[src/rtl/ccx_pkg.sv]
package ccx_pkg;

  // Fixed limits of the line buffer and of the tab stop spacing
  localparam int unsigned LINE_CAP = 2048;
  localparam int unsigned MAX_TAB  = 16;

  // Field widths
  localparam int COL_W  = 12;
  localparam int POS_W  = 11;
  localparam int TW_W   = 5;
  localparam int CNT_W  = 5;
  localparam int BYTE_W = 8;

  localparam logic [COL_W-1:0] LIM_MAX = COL_W'(LINE_CAP);
  localparam logic [TW_W-1:0]  TAB_MAX = TW_W'(MAX_TAB);

  // Character codes
  localparam logic [BYTE_W-1:0] CH_BS    = 8'h08;
  localparam logic [BYTE_W-1:0] CH_TAB   = 8'h09;
  localparam logic [BYTE_W-1:0] CH_SP    = 8'h20;
  localparam logic [BYTE_W-1:0] CH_NL    = 8'h0A;
  localparam logic [BYTE_W-1:0] CH_CARET = 8'h5E;
  localparam logic [BYTE_W-1:0] CH_AT    = 8'h40;
  localparam logic [BYTE_W-1:0] CH_FF    = 8'h0C;

  // Configuration register indexes
  localparam int CFG_IDX_W = 1;
  localparam logic [CFG_IDX_W-1:0] CFG_TAB_WIDTH   = 1'b0;
  localparam logic [CFG_IDX_W-1:0] CFG_BUFFER_SIZE = 1'b1;

  typedef struct packed {
    logic [TW_W-1:0]  tab_width;
    logic [COL_W-1:0] buffer_size;
  } cfg_t;

  // One command from the classifier to the writer
  typedef struct packed {
    logic              is_end;
    logic [POS_W-1:0]  pos;
    logic [CNT_W-1:0]  cnt;
    logic [BYTE_W-1:0] byte0;
    logic [BYTE_W-1:0] byte1;
    logic [COL_W-1:0]  length;
    logic              ff;
  } cmd_t;

endpackage

[src/rtl/ccx_front.sv]
module ccx_front (
  input  logic               clk,
  input  logic               rst_n,
  input  logic               in_valid,
  output logic               in_ready,
  input  logic [7:0]         in_text_byte,
  input  logic               in_line_end,
  input  ccx_pkg::cfg_t      cfg,
  output logic               push_valid,
  output ccx_pkg::cmd_t      push_cmd,
  input  logic               q_full
);
  import ccx_pkg::*;

  localparam int BIT_W = $clog2(COL_W);

  typedef enum logic [3:0] {
    F_IDLE = 4'b0001,
    F_EXEC = 4'b0010,
    F_DIV  = 4'b0100,
    F_TAB  = 4'b1000
  } fstate_t;

  fstate_t           state_r, state_nxt;
  logic [BYTE_W-1:0] byte_r, byte_nxt;
  logic              end_r, end_nxt;
  logic [COL_W-1:0]  col_r, col_nxt;
  logic              ff_r, ff_nxt;
  logic [TW_W-1:0]   rem_r, rem_nxt;
  logic [BIT_W-1:0]  bit_r, bit_nxt;

  logic [COL_W-1:0]  lim;
  logic [TW_W-1:0]   tw;
  logic [COL_W-1:0]  room;
  logic              is_ctrl;
  logic              is_tab;
  logic [CNT_W-1:0]  run_n;
  logic [CNT_W-1:0]  kept;
  logic [COL_W:0]    sum;
  logic [COL_W-1:0]  col_adv;
  logic [TW_W:0]     div_t;
  logic [TW_W:0]     div_s;

  // Clamp the configuration to its working range
  assign lim = (cfg.buffer_size > LIM_MAX) ? LIM_MAX : cfg.buffer_size;
  always_comb begin
    if (cfg.tab_width == '0) begin
      tw = TW_W'(1);
    end else if (cfg.tab_width > TAB_MAX) begin
      tw = TAB_MAX;
    end else begin
      tw = cfg.tab_width;
    end
  end

  // Classify the held byte
  assign is_ctrl = (byte_r < CH_SP) && (byte_r != CH_NL);
  assign is_tab  = (byte_r == CH_TAB);

  // Size the run of writes and the column it leaves
  assign room  = lim - col_r;
  assign run_n = (state_r == F_TAB) ? CNT_W'(tw - rem_r)
                                    : (is_ctrl ? CNT_W'(2) : CNT_W'(1));
  assign kept  = (room < COL_W'(run_n)) ? room[CNT_W-1:0] : run_n;
  assign sum   = {1'b0, col_r} + (COL_W+1)'(run_n);
  assign col_adv = (sum > {1'b0, lim}) ? lim : sum[COL_W-1:0];

  // One remainder step: column modulo tab width, one column bit per cycle
  assign div_t = {rem_r, col_r[bit_r]};
  assign div_s = (div_t >= {1'b0, tw}) ? (div_t - {1'b0, tw}) : div_t;

  // Build the command
  always_comb begin
    push_cmd.is_end = end_r;
    push_cmd.pos    = col_r[POS_W-1:0];
    push_cmd.cnt    = kept;
    push_cmd.byte0  = is_tab ? CH_SP : (is_ctrl ? CH_CARET : byte_r);
    push_cmd.byte1  = is_tab ? CH_SP : (byte_r + CH_AT);
    push_cmd.length = end_r ? col_r : '0;
    push_cmd.ff     = end_r & ff_r;
  end

  assign in_ready = (state_r == F_IDLE);

  // Sequence one request
  always_comb begin
    state_nxt  = state_r;
    byte_nxt   = byte_r;
    end_nxt    = end_r;
    col_nxt    = col_r;
    ff_nxt     = ff_r;
    rem_nxt    = rem_r;
    bit_nxt    = bit_r;
    push_valid = 1'b0;
    case (state_r)
      F_IDLE: begin
        if (in_valid) begin
          byte_nxt  = in_text_byte;
          end_nxt   = in_line_end;
          state_nxt = F_EXEC;
        end
      end
      F_EXEC: begin
        if (end_r) begin
          if (!q_full) begin
            push_valid = 1'b1;
            col_nxt    = '0;
            ff_nxt     = 1'b0;
            state_nxt  = F_IDLE;
          end
        end else if (col_r >= lim) begin
          state_nxt = F_IDLE;
        end else if ((byte_r == CH_BS) && (col_r != '0)) begin
          col_nxt   = col_r - COL_W'(1);
          state_nxt = F_IDLE;
        end else if (is_tab) begin
          rem_nxt   = '0;
          bit_nxt   = BIT_W'(COL_W - 1);
          state_nxt = F_DIV;
        end else if (!q_full) begin
          push_valid = 1'b1;
          col_nxt    = col_adv;
          if (byte_r == CH_FF) begin
            ff_nxt = 1'b1;
          end
          state_nxt = F_IDLE;
        end
      end
      F_DIV: begin
        rem_nxt = div_s[TW_W-1:0];
        if (bit_r == '0) begin
          state_nxt = F_TAB;
        end else begin
          bit_nxt = bit_r - BIT_W'(1);
        end
      end
      F_TAB: begin
        if (!q_full) begin
          push_valid = 1'b1;
          col_nxt    = col_adv;
          state_nxt  = F_IDLE;
        end
      end
      default: begin
        state_nxt = F_IDLE;
      end
    endcase
  end

  always_ff @(posedge clk) begin
    if (!rst_n) begin
      state_r <= F_IDLE;
      col_r   <= '0;
      ff_r    <= 1'b0;
    end else begin
      state_r <= state_nxt;
      col_r   <= col_nxt;
      ff_r    <= ff_nxt;
    end
  end

  always_ff @(posedge clk) begin
    byte_r <= byte_nxt;
    end_r  <= end_nxt;
    rem_r  <= rem_nxt;
    bit_r  <= bit_nxt;
  end

endmodule

[src/rtl/ccx_cmd_fifo.sv]
module ccx_cmd_fifo #(
  parameter int DEPTH = 2
) (
  input  logic          clk,
  input  logic          rst_n,
  input  logic          push,
  input  ccx_pkg::cmd_t din,
  output logic          full,
  input  logic          pop,
  output ccx_pkg::cmd_t dout,
  output logic          empty
);
  import ccx_pkg::*;

  localparam int QPTR_W = $clog2(DEPTH);
  localparam int QCNT_W = $clog2(DEPTH + 1);

  cmd_t              mem_r [DEPTH];
  logic [QPTR_W-1:0] wr_r, wr_nxt;
  logic [QPTR_W-1:0] rd_r, rd_nxt;
  logic [QCNT_W-1:0] cnt_r, cnt_nxt;
  logic              do_push, do_pop;

  assign full    = (cnt_r == QCNT_W'(DEPTH));
  assign empty   = (cnt_r == '0);
  assign do_push = push & ~full;
  assign do_pop  = pop & ~empty;
  assign dout    = mem_r[rd_r];

  // Advance pointers and count
  always_comb begin
    wr_nxt  = wr_r;
    rd_nxt  = rd_r;
    cnt_nxt = cnt_r;
    if (do_push) begin
      wr_nxt = (wr_r == QPTR_W'(DEPTH - 1)) ? '0 : wr_r + QPTR_W'(1);
    end
    if (do_pop) begin
      rd_nxt = (rd_r == QPTR_W'(DEPTH - 1)) ? '0 : rd_r + QPTR_W'(1);
    end
    if (do_push && !do_pop) begin
      cnt_nxt = cnt_r + QCNT_W'(1);
    end else if (do_pop && !do_push) begin
      cnt_nxt = cnt_r - QCNT_W'(1);
    end
  end

  always_ff @(posedge clk) begin
    if (!rst_n) begin
      wr_r  <= '0;
      rd_r  <= '0;
      cnt_r <= '0;
    end else begin
      wr_r  <= wr_nxt;
      rd_r  <= rd_nxt;
      cnt_r <= cnt_nxt;
    end
  end

  always_ff @(posedge clk) begin
    if (do_push) begin
      mem_r[wr_r] <= din;
    end
  end

endmodule

[src/rtl/ccx_back.sv]
module ccx_back (
  input  logic          clk,
  input  logic          rst_n,
  input  logic          q_empty,
  output logic          q_pop,
  input  ccx_pkg::cmd_t q_cmd,
  output logic          out_valid,
  input  logic          out_ready,
  output logic          out_write_valid,
  output logic [10:0]   out_write_pos,
  output logic [7:0]    out_write_byte,
  output logic          out_run_last,
  output logic          out_line_done,
  output logic [11:0]   out_line_length,
  output logic          out_form_feed_seen
);
  import ccx_pkg::*;

  typedef enum logic [1:0] {
    B_IDLE = 2'b01,
    B_RUN  = 2'b10
  } bstate_t;

  bstate_t           state_r, state_nxt;
  cmd_t              cmd_r, cmd_nxt;
  logic [CNT_W-1:0]  k_r, k_nxt;

  logic              ov_r, ov_nxt;
  logic              wv_r, wv_nxt;
  logic [POS_W-1:0]  pos_r, pos_nxt;
  logic [BYTE_W-1:0] byte_r, byte_nxt;
  logic              last_r, last_nxt;
  logic              done_r, done_nxt;
  logic [COL_W-1:0]  len_r, len_nxt;
  logic              ff_r, ff_nxt;

  logic              slot_free;
  logic              is_last;

  assign slot_free = ~ov_r | out_ready;
  assign is_last   = cmd_r.is_end | (k_r == (cmd_r.cnt - CNT_W'(1)));

  // Fetch a command, then emit its results one per cycle while the output register is free
  always_comb begin
    state_nxt = state_r;
    cmd_nxt   = cmd_r;
    k_nxt     = k_r;
    q_pop     = 1'b0;
    ov_nxt    = ov_r & ~out_ready;
    wv_nxt    = wv_r;
    pos_nxt   = pos_r;
    byte_nxt  = byte_r;
    last_nxt  = last_r;
    done_nxt  = done_r;
    len_nxt   = len_r;
    ff_nxt    = ff_r;
    case (state_r)
      B_IDLE: begin
        if (!q_empty) begin
          q_pop     = 1'b1;
          cmd_nxt   = q_cmd;
          k_nxt     = '0;
          state_nxt = B_RUN;
        end
      end
      B_RUN: begin
        if (slot_free) begin
          ov_nxt   = 1'b1;
          wv_nxt   = ~cmd_r.is_end;
          pos_nxt  = cmd_r.is_end ? '0 : cmd_r.pos + POS_W'(k_r);
          byte_nxt = cmd_r.is_end ? '0 : ((k_r == '0) ? cmd_r.byte0 : cmd_r.byte1);
          last_nxt = is_last;
          done_nxt = cmd_r.is_end;
          len_nxt  = cmd_r.length;
          ff_nxt   = cmd_r.ff;
          if (is_last) begin
            state_nxt = B_IDLE;
          end else begin
            k_nxt = k_r + CNT_W'(1);
          end
        end
      end
      default: begin
        state_nxt = B_IDLE;
      end
    endcase
  end

  always_ff @(posedge clk) begin
    if (!rst_n) begin
      state_r <= B_IDLE;
      ov_r    <= 1'b0;
    end else begin
      state_r <= state_nxt;
      ov_r    <= ov_nxt;
    end
  end

  always_ff @(posedge clk) begin
    cmd_r  <= cmd_nxt;
    k_r    <= k_nxt;
    wv_r   <= wv_nxt;
    pos_r  <= pos_nxt;
    byte_r <= byte_nxt;
    last_r <= last_nxt;
    done_r <= done_nxt;
    len_r  <= len_nxt;
    ff_r   <= ff_nxt;
  end

  assign out_valid          = ov_r;
  assign out_write_valid    = wv_r;
  assign out_write_pos      = pos_r;
  assign out_write_byte     = byte_r;
  assign out_run_last       = last_r;
  assign out_line_done      = done_r;
  assign out_line_length    = len_r;
  assign out_form_feed_seen = ff_r;

endmodule

[src/rtl/control_char_expander.sv]
// Control character expander: tab expansion and caret notation of a text line.
// Input channel (in_*): one request per byte, or a line-end mark. Result
// channel (out_*): positioned writes into an external line buffer, with
// out_run_last on the last result of a request; a line-end request gives one
// summary result carrying the line length and the form-feed flag.
// Configuration port (cfg_*): index 0 is the tab width, index 1 the buffer size;
// write only while no request is in flight.
// Classifier: a request other than a tab passes its accept and classify
// steps; a tab adds a 12-step serial remainder of the column by the tab
// width between classify and the push. It takes no new request before it is
// through with the last. The writer fetches each command, then emits one
// result per cycle while the receiver takes them; the output register holds
// a result until out_ready.
// A queue of QUEUE_DEPTH commands sits between classifier and writer.
// Reset: column and form-feed flag cleared, tab width 8, buffer size 2048,
// queue and output register emptied.
// When the receiver stalls, the result holds in the output register, the
// queue fills, then the classifier holds its next request with in_ready low
// until space frees up.
module control_char_expander #(
  parameter int QUEUE_DEPTH = 2
) (
  input  logic        clk,
  input  logic        rst_n,
  input  logic        in_valid,
  output logic        in_ready,
  input  logic [7:0]  in_text_byte,
  input  logic        in_line_end,
  output logic        out_valid,
  input  logic        out_ready,
  output logic        out_write_valid,
  output logic [10:0] out_write_pos,
  output logic [7:0]  out_write_byte,
  output logic        out_run_last,
  output logic        out_line_done,
  output logic [11:0] out_line_length,
  output logic        out_form_feed_seen,
  input  logic        cfg_we,
  input  logic [ccx_pkg::CFG_IDX_W-1:0] cfg_index,
  input  logic [11:0] cfg_wdata
);
  import ccx_pkg::*;

  logic [TW_W-1:0]  tw_r, tw_nxt;
  logic [COL_W-1:0] bs_r, bs_nxt;
  cfg_t             cfg;

  logic push_valid;
  cmd_t push_cmd;
  logic q_full;
  logic q_empty;
  logic q_pop;
  cmd_t q_cmd;

  // Write configuration registers
  always_comb begin
    tw_nxt = tw_r;
    bs_nxt = bs_r;
    if (cfg_we) begin
      case (cfg_index)
        CFG_TAB_WIDTH:   tw_nxt = cfg_wdata[TW_W-1:0];
        CFG_BUFFER_SIZE: bs_nxt = cfg_wdata[COL_W-1:0];
        default: begin
          tw_nxt = tw_r;
        end
      endcase
    end
  end

  always_ff @(posedge clk) begin
    if (!rst_n) begin
      tw_r <= TW_W'(8);
      bs_r <= LIM_MAX;
    end else begin
      tw_r <= tw_nxt;
      bs_r <= bs_nxt;
    end
  end

  assign cfg.tab_width   = tw_r;
  assign cfg.buffer_size = bs_r;

  ccx_front u_front (
    .clk          (clk),
    .rst_n        (rst_n),
    .in_valid     (in_valid),
    .in_ready     (in_ready),
    .in_text_byte (in_text_byte),
    .in_line_end  (in_line_end),
    .cfg          (cfg),
    .push_valid   (push_valid),
    .push_cmd     (push_cmd),
    .q_full       (q_full)
  );

  ccx_cmd_fifo #(
    .DEPTH (QUEUE_DEPTH)
  ) u_fifo (
    .clk   (clk),
    .rst_n (rst_n),
    .push  (push_valid),
    .din   (push_cmd),
    .full  (q_full),
    .pop   (q_pop),
    .dout  (q_cmd),
    .empty (q_empty)
  );

  ccx_back u_back (
    .clk                (clk),
    .rst_n              (rst_n),
    .q_empty            (q_empty),
    .q_pop              (q_pop),
    .q_cmd              (q_cmd),
    .out_valid          (out_valid),
    .out_ready          (out_ready),
    .out_write_valid    (out_write_valid),
    .out_write_pos      (out_write_pos),
    .out_write_byte     (out_write_byte),
    .out_run_last       (out_run_last),
    .out_line_done      (out_line_done),
    .out_line_length    (out_line_length),
    .out_form_feed_seen (out_form_feed_seen)
  );

  // No result is shown in the cycle after reset
  a_reset_quiet: assert property (@(posedge clk) !rst_n |=> !out_valid)
    else $error("result valid right after reset");

  // A result either writes a byte or summarizes a line
  a_kind: assert property (@(posedge clk) disable iff (!rst_n)
    out_valid |-> (out_write_valid != out_line_done))
    else $error("result is neither a write nor a summary, or both");

  // A line summary closes its request
  a_summary_last: assert property (@(posedge clk) disable iff (!rst_n)
    (out_valid && out_line_done) |-> out_run_last)
    else $error("line summary without run_last");

  // The classifier takes one request at a time
  a_one_at_a_time: assert property (@(posedge clk) disable iff (!rst_n)
    (in_valid && in_ready) |=> !in_ready)
    else $error("request accepted while the previous one is in work");

endmodule
[config.mk]
export PLATFORM = sky130hd
export DESIGN_NAME = control_char_expander
export DESIGN_NICKNAME = d
export VERILOG_FILES = /design/src/rtl/ccx_pkg.sv /design/src/rtl/ccx_front.sv /design/src/rtl/ccx_cmd_fifo.sv /design/src/rtl/ccx_back.sv /design/src/rtl/control_char_expander.sv
export SDC_FILE = /design/constraint.sdc
export NUM_CORES = 1
export LEC_CHECK = 0
export BUFFER_PORTS_ARGS = -buffer_cell sky130_fd_sc_hd__buf_2
export CAP_MARGIN = 40
export CORE_MARGIN = 2
export CORE_UTILIZATION = 40
export DETAILED_ROUTE_END_ITERATION = 16
export PLACE_DENSITY = 0.65
export SYNTH_ARGS = -nofsm -noshare
export SYNTH_HDL_FRONTEND = slang
export SYNTH_HIERARCHICAL = 1
export SYNTH_SLANG_ARGS = --single-unit
[constraint.sdc]
create_clock -name clk -period 7.54 [get_ports clk]
set_input_delay 0 -clock clk [delete_from_list [all_inputs] [get_ports clk]]
set_output_delay 0 -clock clk [all_outputs]
set_load 0.01 [all_outputs]
==> key figures <==
Clock tree
  – Clock-pin slew on the worst setup and hold paths: 0.06 ns
  – Root buffer cell: clkbuf_16
  – Clock sink count: 238
  – Worst skew pair latency: 0.53 ns
  – CTS Buf Count: 25
  – CTS tree: built
  – Clock buffer depth: 3
  – H-tree levels: 1
  – Post CTS Setup Buffer Count: 0
  – CTS resizes: 0

Timing
  – Final period util: 72.6%
  – Final setup violation count: 0
  – Final WS setup: 2.06 ns
  – Max-slew headroom: 38.2%
  – Fmax: 183 MHz
  – Final hold slack: 0.0655 ns
  – RSZ-0062 raised after global routing: no
  – Hold Fails Final Rpt: 0
  – Slew @ Worst Pin: 0.919 ns
  – Final worst path period need: 5.48 ns
  – Final worst clock skew: 0.0155 ns
  – Fin. max-slew vios: 0
  – Setup_tns: 0 ns

Cells and area
  – Util after Layout: 46.5%
  – Finished Cell Area: 14200 um2
  – Fill cells: 2737
  – Finished Layout Cells: 1562
  – Most frequent cells in the layout: edfxtp_1, nand2_1, buf_2, a21oi_1, nor2_1
  – Share of layout cells above drive strength 1: 16.8%
  – NumNets Final: 1234
  – Layout area overhead: 15.0%
  – Most common cell after layout, fill and taps aside: edfxtp_1
  – Diode count: 0

Floorplanning
  – Die height: 180 um
  – Rows: 64
  – I/O pins: 64
  – CORE AREA: 30500 um2
  – Die extent in x: 180 um
  – Area of the die: 32300 um2
  – Initial Utilization: 40.4%

Worst setup path
  – Worst-path fanout max: 9
  – R2r startpoint: tw_r[1]
  – Crit end category: flip-flop
  – Critical path, cell by cell: nor3_1, nor2_1, nor2_1, inv_1, ha_1, inv_1, fa_1, a21o_1, fa_1, a21o_1, a21oi_1, inv_1, maj3_1, nand2_1, xnor2_1, ha_1, a2111o_1, a21oi_1, a211o_1, o21a_1, mux2_4, a211oi_2, o22ai_1
  – R2R setup slack: 2.06 ns
  – Crit path top cell by count: inv_1
  – CP Depth: 23
  – Slowest cell delay on critical path: 0.44 ns
  – Slowest-stage cell, CP: fa_1
  – Startpoint types: flip-flop
  – Crit-path leading delay family: compound AO/OA/AOI/OAI gates
  – Worst EP required: 7.94 ns
  – WP buf/inv: 3
  – Reg2reg path depth: 23
  – Worst R2R End: u_front/col_r[3]
  – CP arrival: 5.88 ns
  – Critical path class: flip-flop to flip-flop

Job
  – Max Cap Viol: 0

Synth
  – Syn Area/Cell: 11.6 um2
  – Flip-flop and latch count after synthesis: 238
  – Distinct cells, synth: 90
  – Syn Inst Count: 1066
  – Number of synthesized flops with an enable pin: 196
  – Yosys warnings: 6
  – Syn_nets: 1151
  – Sequential share of the synthesized area: 54.5%
  – Synth Flop Type: edfxtp_1
  – Ys async rst share: 0%
  – Netlist Area Pre-Place: 12300 um2

Min path
  – Worst hold stages: 3
  – Worst Hold End: bs_r[11]
  – Worst Hold Launch: rst_n
  – Worst Hold Class: primary input to flip-flop

Detailed routing
  – Vias per cell: 5.29
  – Vias: 8260
  – Residual DRC: 0
  – Initial drt markers: 620
  – DRT antenna net count: 0
  – First drt pass iteration count: 5
  – WL/cell: 17.0 um
  – Final WL: 26600 um

Pwr
  – Power density over the cells: 210 nW/um2
  – Leakage: 5.36 nW
  – Maximum vdd drop: 173 uV
  – Design Power: 2.98 mW

Outcome
  – Status: complete, no violations

Placed design
  – IO buf count: 63
  – Cell Area, Placed: 12900 um2
  – GP Congestion: 0.884
  – Post-Place Setup Slack: 2.10 ns
  – Hpwl dp: 18100 um
  – Placed cell count: 1480

Global routing
  – Initial antenna violation count: 0
  – First-pass GRT wire length: 43500 um
  – Vias in the first global route: 8394
  – Pin count of the biggest net entering global routing: 53
  – Total grt overflow: 0
  – Gr usage total: 16.5%
==> per-layer routing <==
layer | up-vias | track usage, % | wire [um]
met1 | 3936 | 21.9 | 12000
met3 | 48 | 2.41 | 1190
met5 | - | 0 | 0
met4 | 0 | 5.66 | 768
met2 | 217 | 27.7 | 12600
li1 | 4059 | - | -
==> worst max-delay path by stage <==
stage,slack [ns],start,to
floorplan,2.06,u_fifo/cnt_r[0],u_fifo/cnt_r[1]
global placement,2.23,tw_r[1],u_front/col_r[3]
detailed placement,2.10,tw_r[1],u_front/col_r[3]
CTS,2.08,tw_r[1],u_front/col_r[3]
global route,1.59,tw_r[1],u_front/col_r[3]
finish,2.06,tw_r[1],u_front/col_r[3]
==> flip-flops by register name, summed over array words and instances, names as in the netlist, named ones only <==
signal / count
u_front/col_r: 12
u_back/state_r: 2
u_back/out_form_feed_seen: 1
u_back/out_run_last: 1
u_front/ff_r: 1
u_back/k_r: 5
u_back/cmd_r: 46
u_front/end_r: 1
u_fifo/wr_r: 1
u_fifo/rd_r: 1
bs_r: 12
u_fifo/mem_r: 92
u_front/byte_r: 8
u_back/out_line_length: 12
u_back/out_write_valid: 1
u_fifo/cnt_r: 2
u_front/state_r: 4
u_front/bit_r: 4
tw_r: 5
u_front/rem_r: 5
u_back/out_write_pos: 11
u_back/out_valid: 1
u_back/out_line_done: 1
u_back/out_write_byte: 8
==> where the power goes <==
part | internal [mW] | total [mW] | switching [mW] | leakage [nW]
combinational | 0.0957 | 0.222 | 0.127 | 2.79
clock | 0.782 | 1.29 | 0.508 | 0.422
sequential | 1.45 | 1.46 | 0.0186 | 2.15
==> cell type report <==
cell class	instances	area, um2	area share, %
Clock inverter	17	230	1.62
Clock buffer	27	633	4.46
Tap cell	396	495	3.49
Timing Repair Buffer	117	808	5.70
Multi-Input combinational cell	701	5040	35.5
Sequential cell	238	6730	47.4
Inverter	66	248	1.75
==> worst register-to-register path, cell delays in order, from the launching register on <==
cell	delay, ns
dfxtp_1	0.33
nor3_1	0.18
nor2_1	0.06
nor2_1	0.13
inv_1	0.06
ha_1	0.17
inv_1	0.08
fa_1	0.43
a21o_1	0.22
fa_1	0.44
a21o_1	0.17
a21oi_1	0.31
inv_1	0.08
maj3_1	0.37
nand2_1	0.08
xnor2_1	0.14
ha_1	0.28
a2111o_1	0.41
a21oi_1	0.13
a211o_1	0.21
o21a_1	0.41
mux2_4	0.36
a211oi_2	0.18
o22ai_1	0.10
==> kinds of logic after synthesis <==
| kind of cell | synth area share [%] |
|---|---|
| simple gates | 13.2 |
| mux | 6.97 |
| compound gates | 11.1 |
| xor+xnor | 3.05 |
| buf+inv | 4.71 |
| flops | 54.5 |
| fa+ha+maj | 6.44 |
==> synth_stat cells (7+ instances only) <==
library cell	count	area [um2]
edfxtp_1	196	5890
nand2_1	86	323
a21oi_1	65	325
nor2_1	64	240
inv_1	63	236
ha_1	53	663
mux2_2	48	541
dfxtp_1	42	841
o21ai_0	39	195
and2_1	32	200
clkbuf_1	31	116
xnor2_1	31	272
nand3_1	21	105
buf_4	17	128
nor3_1	16	80.1
mux2i_1	15	150
nand2b_1	15	93.8
nor2b_1	14	87.6
nand4_1	13	81.3
a21o_1	12	90.1
xor2_1	12	105
o21ai_1	11	55.1
a31oi_1	10	62.6
o31ai_1	10	75.1
a211oi_1	8	60.1
buf_2	8	40.0
o21a_1	8	60.1
or3_1	7	43.8
==> repair_timing <==
| item | 4_1_cts | 5_1_grt |
|---|---|---|
| endpoints found under the setup margin | 0 | 0 |
| hold endpoints to repair | 27 | 0 |
| hold buffers | 38 | 0 |
Note: power is estimated with default switching activity, not from simulation.
